<file path="src/rtl/upp_pkg.sv">
// ----------------------------------------------------------------------------
// upp_pkg
// shared types, codes and policy tables of the usb port power policy block
// ----------------------------------------------------------------------------
package upp_pkg;

	// port mode encoding
	typedef enum logic [2:0] {
		MODE_OFF = 3'd0,
		MODE_ON  = 3'd1,
		MODE_SDP = 3'd2,
		MODE_CDP = 3'd3,
		MODE_DCP = 3'd4
	} mode_t;

	// sleep state class
	typedef enum logic [1:0] {
		SX_S0  = 2'd0,
		SX_S3  = 2'd1,
		SX_S45 = 2'd2
	} sx_t;

	// sleep state codes
	localparam logic [3:0] ST_S3         = 4'd1;
	localparam logic [3:0] ST_S0_TO_S3   = 4'd2;
	localparam logic [3:0] ST_S4         = 4'd3;
	localparam logic [3:0] ST_S5_TO_DSX  = 4'd8;

	// configuration register indexes
	localparam logic [1:0] CFG_DBG_OVERRIDE = 2'd0;
	localparam logic [1:0] CFG_DBG_LEVEL    = 2'd1;
	localparam logic [1:0] CFG_DB_RELOAD    = 2'd2;

	localparam logic [7:0] DB_RELOAD_RST = 8'd40;
	localparam logic [6:0] BATT_MAX      = 7'd100;

	localparam int ITEM_W   = 18;
	localparam int RESULT_W = 19;
	localparam int TDATA_IN_W  = 24;
	localparam int TDATA_OUT_W = 24;

	// input item, first field in the highest bits
	typedef struct packed {
		logic       detect_level;
		logic       bios_wake_disable;
		logic       thermal_shutdown;
		logic [7:0] battery_level;
		logic       s45_dc_allow;
		logic       charge_enable;
		logic       ac_power;
		logic [3:0] sys_state;
	} item_t;

	// result item, first field in the highest bits
	typedef struct packed {
		logic       device_flag;
		logic       plain_power_drive;
		logic       ctl3_pin;
		logic       ctl1_pin;
		logic       aou_charge_pin;
		logic [7:0] power_type_byte;
		logic [2:0] plain_mode;
		logic [2:0] aou_mode;
	} result_t;

	typedef struct packed {
		logic       dbg_override;
		logic [6:0] dbg_level;
		logic [7:0] db_reload;
	} cfg_t;

	// final port modes handed from mode select to the pin state
	typedef struct packed {
		mode_t aou;
		mode_t plain;
		logic  wake_force;
	} mode_ctl_t;

	function automatic sx_t sx_class(input logic [3:0] st);
		sx_t r;
		if (st == ST_S3 || st == ST_S0_TO_S3) r = SX_S3;
		else if (st >= ST_S4 && st <= ST_S5_TO_DSX) r = SX_S45;
		else r = SX_S0;
		return r;
	endfunction

	// 3: 0-5, 2: 6-10, 1: 11-15, 0: 16 and up
	function automatic logic [1:0] batt_band(input logic [7:0] lvl);
		logic [1:0] r;
		if (lvl <= 8'd5) r = 2'd3;
		else if (lvl <= 8'd10) r = 2'd2;
		else if (lvl <= 8'd15) r = 2'd1;
		else r = 2'd0;
		return r;
	endfunction

	// row: bit0 on dc, bit1 charging disabled
	function automatic mode_t aou_tab(input logic [1:0] row, input sx_t sx);
		mode_t r;
		unique case (sx)
			SX_S0:   r = row[1] ? MODE_SDP : MODE_CDP;
			SX_S3:   r = row[1] ? MODE_SDP : MODE_DCP;
			SX_S45:  r = (row == 2'd0) ? MODE_DCP : MODE_OFF;
			default: r = MODE_OFF;
		endcase
		return r;
	endfunction

	function automatic mode_t plain_tab(input logic [1:0] row, input sx_t sx);
		mode_t r;
		unique case (sx)
			SX_S0, SX_S3: r = MODE_SDP;
			SX_S45:       r = (row == 2'd0) ? MODE_ON : MODE_OFF;
			default:      r = MODE_OFF;
		endcase
		return r;
	endfunction

	function automatic mode_t aou_bat(input sx_t sx, input logic [1:0] band);
		mode_t r;
		unique case (sx)
			SX_S0:   r = MODE_CDP;
			SX_S3:   r = (band[1] == 1'b0) ? MODE_DCP :
			             (band == 2'd2) ? MODE_SDP : MODE_OFF;
			SX_S45:  r = (band[1] == 1'b0) ? MODE_DCP : MODE_OFF;
			default: r = MODE_OFF;
		endcase
		return r;
	endfunction

	function automatic mode_t plain_bat(input sx_t sx, input logic [1:0] band);
		mode_t r;
		unique case (sx)
			SX_S0:   r = MODE_SDP;
			SX_S3:   r = (band == 2'd3) ? MODE_OFF : MODE_SDP;
			SX_S45:  r = MODE_OFF;
			default: r = MODE_OFF;
		endcase
		return r;
	endfunction

endpackage

</file>
<file path="src/rtl/upp_mode_sel.sv">
// ----------------------------------------------------------------------------
// upp_mode_sel
// table lookup of both port modes with battery bands and overrides
// ----------------------------------------------------------------------------
module upp_mode_sel (
	input  upp_pkg::item_t     item,
	input  upp_pkg::cfg_t      cfg,
	output upp_pkg::mode_ctl_t ctl,
	output logic [7:0]         power_type
);

	upp_pkg::sx_t   sx;
	logic [1:0]     row;
	logic [7:0]     lvl;
	logic [1:0]     band;
	upp_pkg::mode_t aou_pol;
	upp_pkg::mode_t plain_pol;
	logic           wake_force;

	always_comb begin
		sx  = upp_pkg::sx_class(item.sys_state);
		row = {~item.charge_enable, ~item.ac_power};

		// debug level clamps to 100
		if (cfg.dbg_override) begin
			lvl = (cfg.dbg_level > upp_pkg::BATT_MAX) ? {1'b0, upp_pkg::BATT_MAX}
			                                          : {1'b0, cfg.dbg_level};
		end else begin
			lvl = item.battery_level;
		end
		band = upp_pkg::batt_band(lvl);

		aou_pol   = upp_pkg::aou_tab(row, sx);
		plain_pol = upp_pkg::plain_tab(row, sx);
		if (!item.ac_power && item.charge_enable) begin
			aou_pol = upp_pkg::aou_bat(sx, band);
			if (!item.s45_dc_allow && sx == upp_pkg::SX_S45) aou_pol = upp_pkg::MODE_OFF;
			plain_pol = upp_pkg::plain_bat(sx, band);
		end

		power_type = {1'b0, aou_pol, 1'b0, plain_pol};

		wake_force = item.bios_wake_disable && item.sys_state == upp_pkg::ST_S3 &&
		             !item.charge_enable;

		ctl.wake_force = wake_force;
		if (item.thermal_shutdown || wake_force) begin
			ctl.aou   = upp_pkg::MODE_OFF;
			ctl.plain = upp_pkg::MODE_OFF;
		end else begin
			ctl.aou   = aou_pol;
			ctl.plain = plain_pol;
		end
	end

endmodule

</file>
<file path="src/rtl/upp_pin_state.sv">
// ----------------------------------------------------------------------------
// upp_pin_state
// change-detected pin latches, last modes and s3 detect debounce
// ----------------------------------------------------------------------------
module upp_pin_state (
	input  logic               clk,
	input  logic               arst_n,
	input  logic               advance,
	input  upp_pkg::item_t     item,
	input  upp_pkg::mode_ctl_t ctl,
	input  logic [7:0]         db_reload,
	output logic [3:0]         pins_nxt,
	output logic               device_flag_nxt
);

	upp_pkg::mode_t last_aou_q;
	upp_pkg::mode_t last_plain_q;
	logic [7:0]     debounce_q;
	logic [3:0]     pins_q;
	logic [7:0]     debounce_nxt;
	logic           in_s3;

	// pins: bit0 charge, bit1 ctl1, bit2 ctl3, bit3 plain drive
	always_comb begin
		pins_nxt = pins_q;
		if (ctl.aou != last_aou_q) begin
			unique case (ctl.aou)
				upp_pkg::MODE_OFF: pins_nxt = {pins_q[3], 3'b000};
				upp_pkg::MODE_SDP: pins_nxt = {pins_q[3], 3'b011};
				upp_pkg::MODE_CDP: pins_nxt = {pins_q[3], 3'b111};
				upp_pkg::MODE_DCP: pins_nxt = {pins_q[3], 3'b101};
				default:           pins_nxt = pins_q;
			endcase
		end
		if (ctl.plain != last_plain_q) begin
			if (ctl.plain == upp_pkg::MODE_OFF) pins_nxt[3] = 1'b0;
			else if (ctl.plain != upp_pkg::MODE_ON) pins_nxt[3] = 1'b1;
			if (ctl.wake_force) pins_nxt[3] = 1'b0;
		end
	end

	// debounce: reload on detect in s3 with an empty count, hold flag while counting
	always_comb begin
		in_s3 = item.sys_state == upp_pkg::ST_S3 || item.sys_state == upp_pkg::ST_S0_TO_S3;
		debounce_nxt    = debounce_q;
		device_flag_nxt = 1'b1;
		if (item.detect_level) begin
			if (in_s3 && debounce_q == 8'd0) begin
				debounce_nxt = db_reload;
			end else if (debounce_q != 8'd0) begin
				debounce_nxt = debounce_q - 8'd1;
			end else begin
				device_flag_nxt = 1'b0;
			end
		end
	end

	always_ff @(posedge clk or negedge arst_n) begin
		if (!arst_n) begin
			last_aou_q   <= upp_pkg::MODE_OFF;
			last_plain_q <= upp_pkg::MODE_OFF;
			debounce_q   <= 8'd0;
			pins_q       <= 4'd0;
		end else if (advance) begin
			last_aou_q   <= ctl.aou;
			last_plain_q <= ctl.plain;
			debounce_q   <= debounce_nxt;
			pins_q       <= pins_nxt;
		end
	end

	a_hold_when_idle: assert property (@(posedge clk) disable iff (!arst_n)
		!advance |=> $stable(pins_q) && $stable(debounce_q) && $stable(last_aou_q))
		else $error("pin state moved without an item");

	a_dcp_pins: assert property (@(posedge clk) disable iff (!arst_n)
		advance && ctl.aou == upp_pkg::MODE_DCP && last_aou_q != upp_pkg::MODE_DCP
		|=> pins_q[2:0] == 3'b101)
		else $error("dcp change did not set charger pins");

	a_debounce_dec: assert property (@(posedge clk) disable iff (!arst_n)
		advance && item.detect_level && debounce_q != 8'd0
		|=> debounce_q == 8'($past(debounce_q) - 8'd1))
		else $error("debounce count did not step down");

	a_wake_release: assert property (@(posedge clk) disable iff (!arst_n)
		advance && ctl.wake_force && ctl.plain != last_plain_q |=> !pins_q[3])
		else $error("wake override left plain port driven");

endmodule

</file>
<file path="src/rtl/usb_port_power_policy_top.sv">
// ----------------------------------------------------------------------------
// usb_port_power_policy_top
// per-tick power policy for an always-on and an ordinary usb port
// ----------------------------------------------------------------------------
//  channel   dir   handshake                   payload
//  s_axis    in    s_axis_tvalid/tready        tdata: policy tick inputs
//  m_axis    out   m_axis_tvalid/tready        tdata: port modes, pins, flag
//  cfg       in    cfg_wr_en                   cfg_index, cfg_wdata
//
//  one transaction per cycle sustained while m_axis is ready; a tick is held in
//  the input register and its result is registered into the result register
//  that drives m_axis; table lookup and pin state update are combinational
//  reset (arst_n low) clears modes, pin latches, debounce count and valids;
//  debounce_reload resets to 40
//  a stalled m_axis holds the result register; s_axis keeps accepting until
//  the input register is also full
// ----------------------------------------------------------------------------
module usb_port_power_policy_top (
	input  logic        clk,
	input  logic        arst_n,

	input  logic        s_axis_tvalid,
	output logic        s_axis_tready,
	// sys_state[3:0] ac_power[4] charge_enable[5] s45_dc_allow[6]
	// battery_level[14:7] thermal_shutdown[15] bios_wake_disable[16]
	// detect_level[17] zero[23:18]
	input  logic [23:0] s_axis_tdata,

	output logic        m_axis_tvalid,
	input  logic        m_axis_tready,
	// aou_mode[2:0] plain_mode[5:3] power_type_byte[13:6] aou_charge_pin[14]
	// ctl1_pin[15] ctl3_pin[16] plain_power_drive[17] device_flag[18]
	// zero[23:19]
	output logic [23:0] m_axis_tdata,

	input  logic        cfg_wr_en,
	input  logic [1:0]  cfg_index,
	input  logic [7:0]  cfg_wdata
);

	// configuration registers
	upp_pkg::cfg_t cfg_q;

	always_ff @(posedge clk or negedge arst_n) begin
		if (!arst_n) begin
			cfg_q.dbg_override <= 1'b0;
			cfg_q.dbg_level    <= 7'd0;
			cfg_q.db_reload    <= upp_pkg::DB_RELOAD_RST;
		end else if (cfg_wr_en) begin
			unique case (cfg_index)
				upp_pkg::CFG_DBG_OVERRIDE: cfg_q.dbg_override <= cfg_wdata[0];
				upp_pkg::CFG_DBG_LEVEL:    cfg_q.dbg_level    <= cfg_wdata[6:0];
				upp_pkg::CFG_DB_RELOAD:    cfg_q.db_reload    <= cfg_wdata;
				default: ;
			endcase
		end
	end

	// input register
	upp_pkg::item_t item_s1;
	logic           valid_s1;
	logic           advance;
	logic           accept;
	logic           out_valid_q;
	upp_pkg::result_t result_q;

	// move the held tick into the result register when that is free
	assign advance       = valid_s1 && (!out_valid_q || m_axis_tready);
	assign s_axis_tready = !valid_s1 || advance;
	assign accept        = s_axis_tvalid && s_axis_tready;

	always_ff @(posedge clk or negedge arst_n) begin
		if (!arst_n) begin
			valid_s1 <= 1'b0;
		end else if (accept) begin
			valid_s1 <= 1'b1;
		end else if (advance) begin
			valid_s1 <= 1'b0;
		end
	end

	always_ff @(posedge clk) begin
		if (accept) begin
			item_s1 <= upp_pkg::item_t'(s_axis_tdata[upp_pkg::ITEM_W-1:0]);
		end
	end

	// policy lookup and pin state
	upp_pkg::mode_ctl_t mode_ctl;
	logic [7:0]         power_type;
	logic [3:0]         pins_nxt;
	logic               device_flag_nxt;

	upp_mode_sel u_mode_sel (
		.item       (item_s1),
		.cfg        (cfg_q),
		.ctl        (mode_ctl),
		.power_type (power_type)
	);

	upp_pin_state u_pin_state (
		.clk             (clk),
		.arst_n          (arst_n),
		.advance         (advance),
		.item            (item_s1),
		.ctl             (mode_ctl),
		.db_reload       (cfg_q.db_reload),
		.pins_nxt        (pins_nxt),
		.device_flag_nxt (device_flag_nxt)
	);

	// result register
	always_ff @(posedge clk or negedge arst_n) begin
		if (!arst_n) begin
			out_valid_q <= 1'b0;
		end else if (advance) begin
			out_valid_q <= 1'b1;
		end else if (m_axis_tready) begin
			out_valid_q <= 1'b0;
		end
	end

	always_ff @(posedge clk) begin
		if (advance) begin
			result_q.aou_mode          <= mode_ctl.aou;
			result_q.plain_mode        <= mode_ctl.plain;
			result_q.power_type_byte   <= power_type;
			result_q.aou_charge_pin    <= pins_nxt[0];
			result_q.ctl1_pin          <= pins_nxt[1];
			result_q.ctl3_pin          <= pins_nxt[2];
			result_q.plain_power_drive <= pins_nxt[3];
			result_q.device_flag       <= device_flag_nxt;
		end
	end

	assign m_axis_tvalid = out_valid_q;
	assign m_axis_tdata  = {{(upp_pkg::TDATA_OUT_W - upp_pkg::RESULT_W){1'b0}}, result_q};

	a_no_overrun: assert property (@(posedge clk) disable iff (!arst_n)
		out_valid_q && !m_axis_tready |=> out_valid_q && $stable(result_q))
		else $error("result register overwritten while stalled");

	a_stage_full: assert property (@(posedge clk) disable iff (!arst_n)
		valid_s1 && out_valid_q && !m_axis_tready |-> !s_axis_tready)
		else $error("input taken with both stages full");

	a_advance_fills: assert property (@(posedge clk) disable iff (!arst_n)
		advance |=> out_valid_q)
		else $error("advanced tick did not reach the output");

endmodule

</file>
<file path="config.mk">
export PLATFORM = sky130hd
export DESIGN_NAME = usb_port_power_policy_top
export DESIGN_NICKNAME = d
export VERILOG_FILES = /design/src/rtl/upp_pkg.sv /design/src/rtl/upp_mode_sel.sv /design/src/rtl/upp_pin_state.sv /design/src/rtl/usb_port_power_policy_top.sv
export SDC_FILE = /design/constraint.sdc
export NUM_CORES = 1
export LEC_CHECK = 0
export BUFFER_PORTS_ARGS = -buffer_cell sky130_fd_sc_hd__buf_4
export CORE_UTILIZATION = 50
export DETAILED_ROUTE_END_ITERATION = 8
export PLACE_DENSITY = 0.73
export SLEW_MARGIN = 25
export SYNTH_ARGS = -nofsm -noshare
export SYNTH_HDL_FRONTEND = slang
export SYNTH_HIERARCHICAL = 1
export SYNTH_SLANG_ARGS = --single-unit
export TNS_END_PERCENT = 30
</file>
<file path="constraint.sdc">
create_clock -name clk -period 2.77 [get_ports clk]
set_input_delay 0.277 -clock clk [delete_from_list [all_inputs] [get_ports clk]]
set_output_delay 0.277 -clock clk [all_outputs]
set_load 0.01 [all_outputs]
</file>
==> impl_metrics.env, run 1 <==
export IMPL_insertion_delay_ns=0.34
export IMPL_area_growth_pct=21.5
export IMPL_ys_ff_latch=73
export IMPL_worstSetupPathType="reg2reg"
export IMPL_synth_area_mm2=0.00350
export IMPL_rsz0062_at_grt="yes"
export IMPL_finalPower_mw=2.88
export IMPL_grt_pass1_vias=2202
export IMPL_p_leak_nw=1.79
export IMPL_synth_area_leaders="edfxtp_1, dfrtp_1, mux2_2"
export IMPL_num_antenna_cells=0
export IMPL_root_buffer="clkbuf_8"
export IMPL_hpwl_um=4500
export IMPL_fin_worst_skew_ns=0.0127
export IMPL_cap_violations=0
export IMPL_drt_iter0_drc=92
export IMPL_coreArea_mm2=0.00679
export IMPL_ff2ff_path_depth=10
export IMPL_cts_sinks=73
export IMPL_nFillCells=535
export IMPL_hold_violations=0
export IMPL_numCtsBuffers=9
export IMPL_seq_area_frac_synth_pct=57.6
export IMPL_vdd_drop_max_mv=0.395
export IMPL_drtPass1Iterations=4
export IMPL_slew_headroom_pct=51.1
export IMPL_worstPathMaxFanout=8
export IMPL_yosysTopAreaCell="edfxtp_1"
export IMPL_drt_vias_per_instance=5.30
export IMPL_synthArstFlopShare_pct=49.3
export IMPL_timing_final_crit_period_ns=2.67
export IMPL_finalCritPeriodShare_pct=96.3
export IMPL_yosys_cell_count_top_type="edfxtp_1"
export IMPL_clock_path_buffers=2
export IMPL_worst_pin_slew_ns=0.733
export IMPL_port_buffers=53
export IMPL_ys_flop_type="edfxtp_1"
export IMPL_wire_per_inst_um=14.5
export IMPL_r2r_setup_slack_ns=0.10
export IMPL_status="complete, no violations"
export IMPL_max_freq_mhz=375
export IMPL_worstPathRequired_ns=3.05
export IMPL_antenna_found_initial=0
export IMPL_postSynthAreaPerCell_um2=13.3
export IMPL_syn_inst=264
export IMPL_worstPathArrival_ns=2.95
export IMPL_htree_levels=3
export IMPL_io_pins=65
export IMPL_endpoint_kind="register"
export IMPL_critPathSlowestCell="or4_4"
export IMPL_die_h_um=85.7
export IMPL_critical_path_max_stage_delay_ns=0.56
export IMPL_clkTransAtPathRegs_ns=0.08
export IMPL_drc=0
export IMPL_gp_congestion=0.820
export IMPL_drt_wl_total_um=6270
export IMPL_grt_pass1_wl_um=10300
export IMPL_final_setup_tns_ns=0
export IMPL_synth_common_cells="edfxtp_1, dfrtp_1, mux2_2"
export IMPL_cp_cell_sequence="or4_4, o21ai_4, nand4_2, and3b_1, a22o_1, buf_4, or3b_2, o22ai_2, a21o_1, o31a_1"
export IMPL_start_util_pct=51.5
export IMPL_overflow=0
export IMPL_drive_above_1_share_pct=37.2
export IMPL_cts_tree="yes"
export IMPL_hold_path_class="in2reg"
export IMPL_num_rows=30
export IMPL_min_path_cells=1
export IMPL_grt_max_degree=37
export IMPL_chipWidth_um=85.7
export IMPL_dieArea_mm2=0.00734
export IMPL_synthDominantCellAreaShare_pct=31.7
export IMPL_cp_start_kind="register"
export IMPL_nets=372
export IMPL_power_density_mw_per_mm2=677
export IMPL_finalSetupViolCount=0
export IMPL_synth_distinct_cells=71
export IMPL_grt_use_total_pct=18.3
export IMPL_ys_warn_count=6
export IMPL_slew_violations=0
export IMPL_synth_edf_count=37
export IMPL_vias=2289
export IMPL_antenna_left=0
[cells by family after synthesis]
family | count (synthesis) | share of synthesized area [%]
compound gates | 57 | 13.1
xor+xnor | 10 | 2.50
fa+ha+maj | 2 | 0.715
buf+inv | 32 | 5.01
flops | 73 | 57.6
mux | 25 | 7.94
other cells | 2 | 0.215
simple gates | 63 | 12.9
[metal layers]
layer | routed length [um] | vias up | global-route usage, %
met5 | 0 | - | 0
met4 | 104 | 0 | 7.88
met3 | 207 | 10 | 3.85
met2 | 3060 | 53 | 28.3
met1 | 2890 | 1118 | 25.1
li1 | - | 1108 | -
[final cells by class]
class                           instances  area [um2]  area share, %
Timing Repair Buffer                   67         505           11.9
Sequential cell                        73        2020           47.4
Clock buffer                           12         135           3.18
Tap cell                               96         120           2.83
Inverter                               14        52.6           1.24
Multi-Input combinational cell        166        1380           32.4
Clock inverter                          4        43.8           1.03
[where the power goes]
group          internal, mW  switching (mW)
sequential             1.34           0.152
combinational         0.320           0.282
clock                 0.412           0.375
total                  2.07           0.809
[worst paths after layout]
| path | start | to |
|---|---|---|
| worst max register to register | item_s1[14] | u_pin_state/pins_q[2] |
| worst min register to register | valid_s1 | m_axis_tvalid |
| max in group asynchronous | arst_n | cfg_q[5] |
| min in group asynchronous | arst_n | cfg_q[6] |
| worst max-delay path | item_s1[14] | u_pin_state/pins_q[2] |
| worst min-delay path | s_axis_tdata[7] | item_s1[7] |
[critical path, delay by kind of cell, from the launching register on]
kind                   cells  cell delay (ns)
AO/OA/AOI/OAI              5             0.77
flip-flops                 1             0.38
buffers and inverters      1             0.18
AND/OR/NAND/NOR            4             1.31
[layout by cell type (no fill, tap or decap), types with 3 or more instances in the layout]
master,n
clkbuf_1,3
conb_1,9
nand2_1,7
a21o_1,3
clkbuf_8,9
dfrtp_1,33
mux2_2,22
o31ai_1,3
nand2b_1,6
nor3b_1,3
and2_1,3
nor3_1,5
inv_1,14
o22a_1,4
a22oi_1,4
o2111ai_1,4
o21ai_0,8
mux2i_1,3
buf_4,66
o31a_1,3
o2bb2ai_1,4
nor2_1,9
edfxtp_1,37
nor2b_1,3
xnor2_1,6
[state kept, by name, summed over array words and instances, names as in the netlist]
register / count
cfg_q: 16
item_s1: 18
m_axis_tdata: 19
m_axis_tvalid: 1
u_pin_state/debounce_q: 8
u_pin_state/last_aou_q: 3
u_pin_state/last_plain_q: 3
u_pin_state/pins_q: 4
valid_s1: 1
[timing repair]
action,CTS,global route
setup buffers,0,1
endpoints found under the setup margin,2,5
pin swaps,0,2
hold buffers,1,0
hold endpoints to repair,34,0
gates resized for setup,4,6
[through the flow]
| stage | utilization, % | hold slack (ns) | instances | instance area (um2) | setup slack, ns |
|---|---|---|---|---|---|
| floorplan | - | -0.0186 | 271 | 3530 | 0.0987 |
| global placement | 59.0 | 0.269 | 414 | 4010 | -0.0160 |
| detailed placement | 59.0 | 0.275 | 414 | 4010 | -0.0563 |
| CTS | 62.1 | 0.0985 | 431 | 4220 | 0.0232 |
| global route | 62.6 | 0.0915 | 432 | 4250 | -0.0237 |
| finish | 62.6 | 0.115 | 432 | 4250 | 0.101 |
Note: power is estimated with default switching activity, not from simulation.
==> inputs of run 2 (changes only) <==
--- a/config.mk
+++ b/config.mk
@@ -6,6 +6,7 @@
 export NUM_CORES = 1
 export LEC_CHECK = 0
 export BUFFER_PORTS_ARGS = -buffer_cell sky130_fd_sc_hd__buf_4
+export CORE_MARGIN = 2
 export CORE_UTILIZATION = 50
 export DETAILED_ROUTE_END_ITERATION = 8
 export PLACE_DENSITY = 0.73
==> impl_metrics.env, run 2 (synthesis results as in run 1) <==
export IMPL_status="complete, no violations"
export IMPL_io_pins=65
export IMPL_hold_path_class="in2reg"
export IMPL_multi_input_area_mm2=0.00141
export IMPL_grt_use_total_pct=17.5
export IMPL_finish_utilization_pct=63.7
export IMPL_htree_levels=3
export IMPL_crit_start="item_s1[11]"
export IMPL_final_common_cell="buf_4"
export IMPL_drive_above_1_share_pct=38.8
export IMPL_worstSetupPathType="reg2reg"
export IMPL_numCtsBuffers=9
export IMPL_nets=374
export IMPL_port_buffers=53
export IMPL_drtPass1Iterations=5
export IMPL_p_leak_nw=1.82
export IMPL_largest_reg_flops=19
export IMPL_area_growth_pct=23.7
export IMPL_grt_max_degree=37
export IMPL_finalCritPeriodShare_pct=95.8
export IMPL_clock_path_buffers=2
export IMPL_placed_cells_incl_taps=414
export IMPL_layout_common_cells="buf_4, edfxtp_1, dfrtp_1"
export IMPL_die_h_um=87.7
export IMPL_finalSetupViolCount=0
export IMPL_final_setup_tns_ns=0
export IMPL_wire_per_inst_um=14.4
export IMPL_overflow=0
export IMPL_slew_headroom_pct=52.5
export IMPL_hold_violations=0
export IMPL_worst_pin_slew_ns=0.713
export IMPL_drc=0
export IMPL_clkTransAtPathRegs_ns=0.07
export IMPL_drt_vias_per_instance=5.34
export IMPL_num_rows=30
export IMPL_drt_wl_total_um=6260
export IMPL_grt_pass1_wl_um=10300
export IMPL_endpoint_kind="register"
export IMPL_insertion_delay_ns=0.34
export IMPL_chipWidth_um=87.7
export IMPL_fin_hold_ws_ns=0.108
export IMPL_coreArea_mm2=0.00679
export IMPL_nFillCells=522
export IMPL_hpwl_um=4450
export IMPL_grt_pass1_vias=2176
export IMPL_antenna_left=0
export IMPL_cp_start_kind="register"
export IMPL_dieArea_mm2=0.00768
export IMPL_min_from="s_axis_tdata[13]"
export IMPL_cap_violations=0
export IMPL_root_buffer="clkbuf_8"
export IMPL_finalPower_mw=2.92
export IMPL_slew_violations=0
export IMPL_antenna_found_initial=0
export IMPL_vias=2319
export IMPL_num_antenna_cells=0
export IMPL_r2r_start="item_s1[11]"
export IMPL_power_density_mw_per_mm2=675
export IMPL_worstPathMaxFanout=4
export IMPL_fin_worst_skew_ns=0.00686
export IMPL_finalNonFillerCells=434
export IMPL_cts_sinks=73
export IMPL_max_freq_mhz=377
export IMPL_gp_congestion=0.833
export IMPL_timing_final_crit_period_ns=2.65
export IMPL_worstPathRequired_ns=2.86
export IMPL_start_util_pct=51.5
export IMPL_seq_area_mm2=0.00202
export IMPL_drt_iter0_drc=107
export IMPL_cts_tree="yes"
export IMPL_rsz0062_at_grt="yes"
export IMPL_vdd_drop_max_mv=0.501
export IMPL_worstPathArrival_ns=2.75
run 2: changes by cell type in the layout (fill, tap and decap cells not counted), sizes merged:
cell	previous run	this run
buf	66	68
bufinv	1	0
clkbuf	12	15
clkinv	3	1
run 2: worst paths after layout:
check | to | slack, ns | depth (start not counted)
max | m_axis_tdata[14] | 0.12 | 9
min | item_s1[13] | 0.11 | 1
max reg2reg | m_axis_tdata[14] | 0.12 | 9
min reg2reg | m_axis_tvalid | 0.49 | 1
max in group asynchronous | cfg_q[15] | 1.97 | 2
min in group asynchronous | cfg_q[6] | 0.44 | 2
run 2: through the flow:
step / cell area (um2) / worst slack, ns
after global placement: 4010 / 0.00212
after CTS: 4240 / 0.0211
after detailed placement: 4010 / -0.0373
final: 4330 / 0.117
after floorplan: 3530 / 0.0987
after global routing: 4330 / 0.00721
run 2: cell type report:
| cell class | instances | share of cell area, % |
|---|---|---|
| Clock buffer | 15 | 4.57 |
| Timing Repair Buffer | 69 | 12.1 |
| Multi-Input combinational cell | 166 | 32.7 |
| Tap cell | 96 | 2.77 |
| Clock inverter | 1 | 0.116 |
| Sequential cell | 73 | 46.6 |
| Inverter | 14 | 1.21 |
run 2: critical path, stage by stage (launching register included):
cell and delay, ns:
edfxtp_1 0.36, or4_4 0.56, o21ai_4 0.21, nand4_4 0.10, and3b_1 0.22, a22o_4 0.26
xor2_4 0.19, nor3_2 0.08, o31a_1 0.24, o22a_1 0.20
run 2: where the power goes:
| part | switching [mW] | internal, mW |
|---|---|---|
| Sequential | 0.154 | 1.34 |
| Combinational | 0.280 | 0.326 |
| Clock | 0.371 | 0.453 |
run 2: what timing repair did:
action | in CTS | in global routing
endpoints found under the setup margin | 2 | 5
resized for setup | 3 | 13
hold buffers | 1 | 0
pin swaps | 0 | 4
buffers inserted | 0 | 3
endpoints found under the hold margin | 34 | 0
run 2: metal layers:
metal,wire length [um],up-vias,share of wire (%),track usage [%]
met5,0,-,0,0
met3,230,13,3.7,5.00
met4,138,0,2.2,7.55
met2,3030,52,48,26.4
li1,-,1119,-,-
met1,2860,1135,46,23.7
